===== src/lobtob_ram.sv =====
// Generic single-write, single-read RAM with registered read data.
// No dependencies.
module lobtob_ram #(
    parameter int W = 8,
    parameter int D = 16
) (
    input  logic                 i_clk,
    input  logic                 i_we,
    input  logic [$clog2(D)-1:0] i_waddr,
    input  logic [W-1:0]         i_wdata,
    input  logic [$clog2(D)-1:0] i_raddr,
    output logic [W-1:0]         o_rdata
);

    logic [W-1:0] r_mem [D];
    logic [W-1:0] r_rdata;

    always_ff @(posedge i_clk) begin
        if (i_we) begin
            r_mem[i_waddr] <= i_wdata;
        end
        r_rdata <= r_mem[i_raddr];
    end

    assign o_rdata = r_rdata;

endmodule


===== config.mk =====
export PLATFORM = sky130hd
export DESIGN_NAME = lobtob_ram
export DESIGN_NICKNAME = d
export VERILOG_FILES = /design/src/lobtob_ram.sv
export SDC_FILE = /design/constraint.sdc
export NUM_CORES = 1
export LEC_CHECK = 0
export BUFFER_PORTS_ARGS = -buffer_cell sky130_fd_sc_hd__buf_2
export CAP_MARGIN = 20
export CORE_AREA = 8 8 140 142
export DETAILED_ROUTE_END_ITERATION = 12
export DIE_AREA = 0 0 148 150
export PLACE_DENSITY = 0.49
export SLEW_MARGIN = 20
export SYNTH_ARGS = -nofsm -noshare
export SYNTH_HDL_FRONTEND = slang
export SYNTH_SLANG_ARGS = --single-unit

===== constraint.sdc =====
create_clock -name i_clk -period 1.7 [get_ports i_clk]
set_input_delay 0.085 -clock i_clk [delete_from_list [all_inputs] [get_ports i_clk]]
set_output_delay 0.085 -clock i_clk [all_outputs]
set_load 0.1 [all_outputs]

Word level (Yosys, flattened, before mapping)
Memories as Yosys holds them, arrays and structs flattened. A register that Yosys moved wholly into a read port is not among the register bits.
Cells that the tools add are included.
{ "totals": {"ram_bits": 128, "ff_bits": 0, "out_inout_bits": 8, "latchBits": 0, "in_bits": 18, "elab_cells": 3, "rom_bits": 0, "n_memories": 1} }
{ "op_classes": {"multipliers": 0, "addsub": 0, "n_div": 0, "n_reduce_logical": 0, "order_cmp": 0, "eq_ne": 0, "n_bitwise": 0, "n_mux": 2, "shift": 0} }
{ "mem_list": {"columns": ["name", "depth", "width", "rd", "rd_ports_with_merged_regs", "write_ports", "line_no", "text"], "rows": [
  ["r_mem", 16, 8, 1, 1, 1, "15", "logic [W-1:0] r_mem [D];"]
]} }
{ "op_table": {"columns": ["cell", "n"], "rows": [
  ["$mux 1", 2]
]} }

Longest topological paths before layout
{ "logic_depth": {"depth_word": 2, "depth_mapped": 5, "ltp_nobuf": 3} }

Worst setup path before layout
OpenSTA, ideal clock, no wires.
{ "synth_timing": {"kind": "input to register", "from": "in i_waddr[2]", "to": "mem r_mem[0][0], enable pin", "n_path_buf": 0, "arrival_time_ps": 1195, "stages": 2, "setup_slack_ps": 122, "required_ps": 1317, "cell_sequence": "or3b_2 > nor3_1"} }
{ "synth_rtl": {"columns": ["element", "line_no", "text"], "rows": [
  ["start: declaration", "9", "input logic [$clog2(D)-1:0] i_waddr,"],
  ["end: declaration", "15", null]
]} }
No word-level cell before the write port.

==> metrics.txt <==
Slowest-stage cell, CP mux4_1; commonest non-fill, non-tap cell in the layout edfxtp_1; Port Buffer Count 25; final setup vio count 0; flop-to-flop setup slack 0.27 ns; Initial DRC Count 240; YS warnings 0; Rel. slew slack 0.665; status complete, no violations; Site Rows 49; ratio of total power to cell area 1250 nW/µm²; DR WL/cell 19.7 µm; largest family of logic cells by synthesized area multiplexers; fin crit period 1.43 ns; final net count 303; Max clock buf depth 2; metal2 WL 4660 µm; Routed WL 10300 µm; commonest cells after routing, fill and taps aside edfxtp_1 (128), buf_2 (25), buf_4 (20); MaxCap Viol Count 0; Worst Clk Skew 0.00663 ns; Core Region 17500 µm²; adder-cell share of the synthesized area 0; die area 22200 µm²; vias 2382; post-synthesis simple-gate area fraction 0.0318; Cell Int Power 0.00616 W; Worst Tran Pin Value 0.506 ns; final setup TNS 0 ns; DRT Pass-1 Iters 4; Mapped Cells 229; layout cells sized above 1 0.306; Initial Util 0.294; io pins 26; Die Span X 148 µm; placed cells 495; hold_ws 0.0640 ns; CP max stage delay 0.51 ns; Max Fclk 0.699 GHz; GP Congestion 0.691; clk_lat worst skew 0.41 ns; final hold vios 0; reg2reg end o_rdata[5]$_DFF_P_; Reg power frac 0.483; Post-Synth XOR/XNOR Area 0; antenna diode count 0; Net Sw Power 0.00165 W; Post-DP HPWL 6860 µm; initial antenna violation count 0; Netlist cell types 19; CTS sink cnt 136; clock buffer count from CTS 17; first-pass GRT wire length 16000 µm; synthesis-to-layout area growth 21.0%; register area share after synthesis 0.778; vias in the first global route 2619; path category of the worst min-delay check input port to flop; Core Util, Final 0.355; Avg Inst Size Synth 22.5 µm²; switch share 0.212; syn nets 247; RSZ-0062 raised after global routing no; Clk pwr share 0.451; WHS Path Cells 1; worst-path fanout max 1; Worst Path Required 1.99 ns; Worst Setup Start Kind flop; root buffer cell clkbuf_16; RR Startpoint r_mem[1][5]$_DFFE_PP_; CTS tree yes; Synth Register Bits 136; Setup Buffers After CTS 0; post-CTS sizing 0; Total GRT Usage 0.102; GRT overflow 0; Metal-1 WL 5090 µm; post-synthesis mux area share 0.150; htree depth 4; maximum vdd drop 0.771 mV; Final Cycle Share 0.841; Die Ht 150 µm; r2r worst-path depth 3; vias per std cell 4.53; CTS hold repair buffers 0; top sig layer met4; Comb pwr share 0.066; mapped cell area 5150 µm²; Hold Startpoint i_wdata[6]; Antenna Nets Post-Route 0; WL met3 435 µm; Fill cells 1650; Crit Path Class flop to flop; Compound-Gate Fraction of Synth Area 0.0233; critical path endpoint category flop; DRC Markers 0; Final Max Slew Viols 0; critical path, cell by cell mux4_1 > a22oi_1 > nand2_1; Reg clk slew, reported paths 0.06 ns; Static Leakage 2.10 nW; Worst Hold End r_mem[7][6]$_DFFE_PP_; CP arrival 1.72 ns; largest net degree at the start of global routing 33; fin cells 526
-- Yosys cell counts --
cell | instances | share of area
a22oi_1 | 16 | 0.023
and2_1 | 1 | 0.0012
and2b_1 | 1 | 0.0015
buf_2 | 3 | 0.0029
buf_4 | 1 | 0.0015
buf_6 | 3 | 0.0066
clkdlybuf4s25_2 | 3 | 0.0058
dfxtp_1 | 8 | 0.031
edfxtp_1 | 128 | 0.75
mux4_1 | 14 | 0.071
mux4_2 | 18 | 0.079
nand2_1 | 9 | 0.0066
nand2b_1 | 2 | 0.0024
nand3_1 | 1 | 0.00097
nand3b_1 | 2 | 0.0029
nor2_1 | 13 | 0.0095
nor2b_1 | 1 | 0.0012
nor3_1 | 4 | 0.0039
or3b_2 | 1 | 0.0017
-- registers in the layout, summed over array words and instances, names as in the netlist --
register	cells
o_rdata	8
r_mem	128
-- worst max path at each step --
| stage | start | end | slack [ns] | depth (start not counted) |
|---|---|---|---|---|
| 4_1_cts | r_mem[1][5]$_DFFE_PP_ | o_rdata[5]$_DFF_P_ | 0.28 | 3 |
| 5_1_grt | r_mem[1][5]$_DFFE_PP_ | o_rdata[5]$_DFF_P_ | 0.22 | 3 |
| 3_3_place_gp | i_raddr[0] | o_rdata[5]$_DFF_P_ | 0.10 | 5 |
| 3_5_place_dp | i_raddr[0] | o_rdata[5]$_DFF_P_ | 0.12 | 5 |
| 6_report | r_mem[1][5]$_DFFE_PP_ | o_rdata[5]$_DFF_P_ | 0.27 | 3 |
| 2_1_floorplan | i_waddr[2] | r_mem[0][0]$_DFFE_PP_ | 0.12 | 2 |
-- area by class of cell --
class	instances	area [µm²]	share of cell area
repair buffers	47	315	0.0506
clock buffers	18	429	0.0689
multi-input cells	83	1060	0.170
flip-flops and latches	136	4000	0.643
well taps	229	287	0.0460
clock inverters	13	136	0.0219
-- power by group through the flow --
stage	registers, W	logic, W	clock network, W
finish	0.00377	0.000519	0.00353
detailed placement	0.00384	0.000526	0
CTS	0.00377	0.000527	0.00359
global route	0.00378	0.000553	0.00372
global placement	0.00384	0.000525	0
floorplan	0.00400	0.000190	0
-- kinds of logic after synthesis --
family                 count (synthesis)
and+or+nand+nor                       35
buffers and inverters                 10
DFF                                  136
AOI/OAI and AO/OA                     16
muxes                                 32
-- worst max-delay path, delay by kind of cell (launching register included) --
| family | cells | cell delay [ns] |
|---|---|---|
| compound gates | 1 | 0.35 |
| simple gates | 1 | 0.09 |
| flops | 1 | 0.36 |
| mux | 1 | 0.51 |
-- per-stage QoR --
stage	worst slack (ns)	total power (W)	instance area (µm²)
after floorplan	0.122	0.00419	5150
after global placement	0.104	0.00436	5660
after detailed placement	0.119	0.00437	5660
after CTS	0.280	0.00789	6230
after global routing	0.217	0.00805	6230
final	0.269	0.00781	6230
-- metal layers --
metal	vias up	track usage
li1	1080	-
met1	1236	0.134
met2	53	0.150
met3	13	0.0314
met4	0	0.0490
met5	-	0
Note: power is estimated with default switching activity, not from simulation.
