$ cat config.mk
export PLATFORM = sky130hd
export DESIGN_NAME = lobtob_alu
export DESIGN_NICKNAME = d
export VERILOG_FILES = /design/src/lobtob_pkg.sv /design/src/lobtob_alu.sv
export SDC_FILE = /design/constraint.sdc
export NUM_CORES = 1
export LEC_CHECK = 0
export ABC_AREA = 0
export ABC_CLOCK_PERIOD_IN_PS = 8650
export BUFFER_PORTS_ARGS = -buffer_cell sky130_fd_sc_hd__clkbuf_2
export CORE_AREA = 3 3 82 84
export DETAILED_ROUTE_END_ITERATION = 6
export DIE_AREA = 0 0 85 87
export PLACE_DENSITY = 0.7
export SLEW_MARGIN = 20
export SYNTH_ARGS = -nofsm -noshare
export SYNTH_HDL_FRONTEND = slang
export SYNTH_SLANG_ARGS = --single-unit
export TNS_END_PERCENT = 30
$ cat constraint.sdc
create_clock -name vclk -period 8.65
set_input_delay 0.865 -clock vclk [all_inputs]
set_output_delay 0.865 -clock vclk [all_outputs]
set_load 0.02 [all_outputs]
$ cat src/lobtob_pkg.sv
// Package for the top-of-book order store.
// Holds sizes, item and memory word types, codes and states; no dependencies.
package lobtob_pkg;

    localparam int ORDER_SLOTS  = 1024;
    localparam int PRICE_LEVELS = 1024;
    localparam int QTY_BITS     = 20;
    localparam int ID_BITS      = 64;
    localparam int PRICE_BITS   = 10;
    localparam int SIZE_BITS    = 30;
    localparam int SLOT_BITS    = $clog2(ORDER_SLOTS);
    localparam int LVL_BITS     = $clog2(PRICE_LEVELS);
    localparam int SWEEP_DEPTH  = (ORDER_SLOTS > PRICE_LEVELS) ? ORDER_SLOTS : PRICE_LEVELS;
    localparam int CNT_BITS     = $clog2(SWEEP_DEPTH) + 1;
    localparam int LIVE_BITS    = SLOT_BITS + 1;

    typedef enum logic [1:0] {
        MODE_INSERT = 2'd0,
        MODE_UPDATE = 2'd1,
        MODE_CANCEL = 2'd2,
        MODE_NONE   = 2'd3
    } t_mode;

    typedef enum logic [1:0] {
        ST_OK        = 2'd0,
        ST_FULL      = 2'd1,
        ST_NOT_FOUND = 2'd2,
        ST_DUP       = 2'd3
    } t_status;

    typedef enum logic [2:0] {
        S_CLEAR,
        S_IDLE,
        S_SCAN,
        S_APPLY_RD,
        S_APPLY_WR,
        S_BEST,
        S_OUT
    } t_state;

    typedef struct packed {
        t_mode                 mode;
        logic [ID_BITS-1:0]    ord_key;
        logic [PRICE_BITS-1:0] price_tick;
        logic [QTY_BITS-1:0]   quantity;
        logic                  is_buy;
    } t_in_item;

    typedef struct packed {
        t_status               status;
        logic                  bid_valid;
        logic [PRICE_BITS-1:0] bid_price;
        logic [SIZE_BITS-1:0]  bid_size;
        logic                  ask_valid;
        logic [PRICE_BITS-1:0] ask_price;
        logic [SIZE_BITS-1:0]  ask_size;
    } t_out_item;

    typedef struct packed {
        logic                  valid;
        logic [ID_BITS-1:0]    id;
        logic                  side;
        logic [PRICE_BITS-1:0] price;
        logic [QTY_BITS-1:0]   qty;
    } t_slot_word;

    typedef struct packed {
        logic [SIZE_BITS-1:0] bid;
        logic [SIZE_BITS-1:0] ask;
    } t_lvl_word;

    typedef struct packed {
        logic [SIZE_BITS-1:0] cur;
        logic [QTY_BITS-1:0]  sub;
        logic [QTY_BITS-1:0]  add;
    } t_alu_req;

endpackage

$ cat src/lobtob_alu.sv
// Level size update unit: cur - sub + add.
// Depends on lobtob_pkg.
module lobtob_alu
    import lobtob_pkg::*;
(
    input  t_alu_req             i_req,
    output logic [SIZE_BITS-1:0] o_sum
);

    assign o_sum = i_req.cur - SIZE_BITS'(i_req.sub) + SIZE_BITS'(i_req.add);

endmodule

# == After elaboration in Yosys (flattened, before gate mapping) ==
# Cells that the tools add are included.
# word_totals
reg_bits,0
inputBits,70
output_inout_bits,30
# op_classes
add_sub_neg,2
# ops
op,count
$add A30 B20 Y30,1
$sub A30 B20 Y30,1

# == Longest topological paths before layout ==
# depth
depth_word,2
mapped_depth,13
mapped_depth_nobuf,13

# == Worst setup path after synthesis ==
# Ideal clock, no wire load.
# synth_timing
kind,input to output
from,in i_req[1] (netlist name)
to,out o_sum[29]
arrival_time_ns,3.400
slack_ns,4.385
path_stages,11
n_path_buf,0
cell_sequence,inv_1 fa_1 inv_1 ha_1 a21oi_1 nor2b_1 a311o_2 a41o_2 a21oi_2 o31ai_1 xnor2_1
# synth_via
elab_chain_len,1
# synth_rtl
item,line,rtl
from (decl),lobtob_alu.sv:6,"input t_alu_req i_req,"
$add A30 B20 Y30,lobtob_alu.sv:10,assign o_sum = i_req.cur - SIZE_BITS'(i_req.sub) + SIZE_BITS'(i_req.add);
to (decl),lobtob_alu.sv:7,output logic [SIZE_BITS-1:0] o_sum
# Every way passes these cells.

# == Final worst setup path ==
# layout_timing
from,in i_req[1] (netlist name)
to,out o_sum[27]
# The elaborated chain is that of the path after synthesis.

==> metrics.md <==
| Metric | Value |
|---|---|
| RSZ-0062 raised after global routing | `no` |
| Cells after synthesis | `~330` |
| # DRC | `0` |
| Area occupied by registers | `0 um^2` |
| CP Launch Type | `input pin` |
| Leakage power | `~1.7 nW` |
| Routed Antenna Nets | `0` |
| Gpl congestion | `0.855` |
| Sequential cells | `0` |
| Number of diodes | `0` |
| Final setup vio count | `0` |
| Worst Setup SP | `i_req[1]` |
| CP Data Arrival Time | `between 3000 and 4000 ps` |
| MaxCap Viol Count | `0` |
| Part of the cycle the worst path needs | `53.0%` |
| CP Capture Type | `output port` |
| Commonest cells after routing, fill and taps aside | `clkbuf_2 (100), inv_1 (92), ha_1 (30), a21oi_1 (26), fa_1 (20)` |
| Post-route minimum period | `between 4000 and 5000 ps` |
| Post-layout worst setup margin | `approximately 4100 ps` |
| Slew Viols, Final | `0` |
| Syn. warnings | `0` |
| Post-CTS setup buffer count | `0` |
| Outcome | `finished clean` |
| WL/cell | `around 12 um` |
| Slew margin rel. | `between 70% and 80%` |
| Fin. Hold Viols | `0` |
| Peak VDD IR | `around 0.0001 V` |
| FMAX | `between 200 and 250 MHz` |
| Chip height | `slightly below 90 um` |
| Initial core utilization | `38.4%` |
| IO Port Bufs | `100` |
| Post-DR vias/cell | `between 4 and 5` |
| Initial DRC count | `42` |
| Avg Inst Size Synth | `7.01 um^2` |
| DP HPWL | `roughly 5200 um` |
| Largest net degree at the start of global routing | `9` |
| Hold Startpoint | `i_req[0]` |
| Overflow after GRT | `0` |
| Util after Layout | `47.8%` |
| Least-Margin Pin Slew | `around 440 ps` |
| Hold-fix buffers at CTS | `0` |
| PwrDens | `roughly 140 nW/um^2` |
| Core Area | `roughly 6000 um^2` |
| Crit path required time | `around 8000 ps` |
| Gr usage total | `approximately 15%` |
| CLK BUF | `0` |
| Die Wd | `around 85 um` |
| I/O pins | `100` |
| Netlist cell types | `44` |
| DR vias | `~2,400` |
| Worst setup path class | `in2out` |
| Area growth syn-to-layout | `24.7%` |
| Site row count | `28` |
| Most common cell after layout, fill and taps aside | `clkbuf_2` |
| Vias in the first global route | `between 2,000 and 2,500` |
| CP max FO | `4` |
| Initial antenna violation count | `0` |
| Final Net Count | `~540` |
| Synth Cell Area | `roughly 2300 um^2` |
| Synth Net Count | `between 400 and 500` |
| First-pass GRT wire length | `around 9800 um` |
| Setup TNS | `0 ps` |
| Pre-CTS setup slack | `between 4000 and 5000 ps` |
| Post_cts resized | `0` |
| Sequential-to-total area share from yosys stat | `0%` |
| Layout cell share with drive strength beyond 1 | `a little over a quarter` |
| Final WL | `between 5000 and 6000 um` |
| Drt pass-1 iters | `4` |
| Hold Crit Class | `in2out` |
| Die footprint | `approximately 7400 um^2` |
| Worst hold stages | `3` |
worst paths after layout:
check,end,slack (ps)
setup / recovery,o_sum[27],4060
hold / removal,o_sum[0],2090
cell type report:
cell class | instances | area, um^2
Fill cell | 632 | 3120
Multi-Input combinational cell | 230 | 1930
Timing Repair Buffer | 100 | 500
Inverter | 92 | 345
Tap cell | 75 | 93.8
routing by layer:
layer / GRT usage [%] / share of wire (%)
met1: 19.5 / 43
met2: 29.3 / 51
met3: 0.662 / 6.1
met4: 0 / 0
met5: 0 / 0
logic make-up (layout without fill, tap and decap cells):
logic type / after synthesis / count (layout) / synth area share [%]
AOI/OAI and AO/OA: 84 / 84 / 24.6
and+or+nand+nor: 68 / 68 / 14.8
xor gates and xnor gates: 28 / 28 / 10.7
adders and majority gates: 50 / 50 / 33.8
buffers and inverters: 98 / 192 / 16.2
critical path, cell delays in order:
cell and delay (ps):
clkbuf_2 70, inv_1 40, fa_1 590, inv_1 60
ha_1 280, a21oi_1 140, nor2b_1 70, a311o_2 450
a311oi_4 390, a21oi_2 130, a31oi_1 280, xnor2_1 150
clkbuf_2 190
cell usage after synthesis (5+ instances only):
| cell | instances | area, um^2 |
|---|---|---|
| o21a_1 | 5 | 37.5 |
| xnor2_1 | 14 | 123 |
| nor2_1 | 15 | 56.3 |
| a31oi_1 | 8 | 50.1 |
| xor2_1 | 14 | 123 |
| a21oi_1 | 26 | 130 |
| nor3_1 | 6 | 30.0 |
| clkbuf_1 | 5 | 18.8 |
| fa_1 | 20 | 400 |
| o21ai_0 | 15 | 75.1 |
| nand2_1 | 19 | 71.3 |
| inv_1 | 92 | 345 |
| ha_1 | 30 | 375 |
| nand4_1 | 8 | 50.1 |
| a21o_1 | 8 | 60.1 |
power breakdown:
group | switching [W] | internal [W]
clock | 0 | 0
combinational | 0.000259 | 0.000156
sequential | 0 | 0
through the flow:
stage	std cells	cell area [um^2]	power [W]	hold slack (ps)
global placement	497	2870	0.000411	2080
detailed placement	497	2870	0.000415	2090
global route	497	2870	0.000458	2110
floorplan	328	2300	0.000294	1940
finish	497	2870	0.000415	2090
CTS	497	2870	0.000418	2100
No activity file was read; power rests on OpenSTA's default activity.
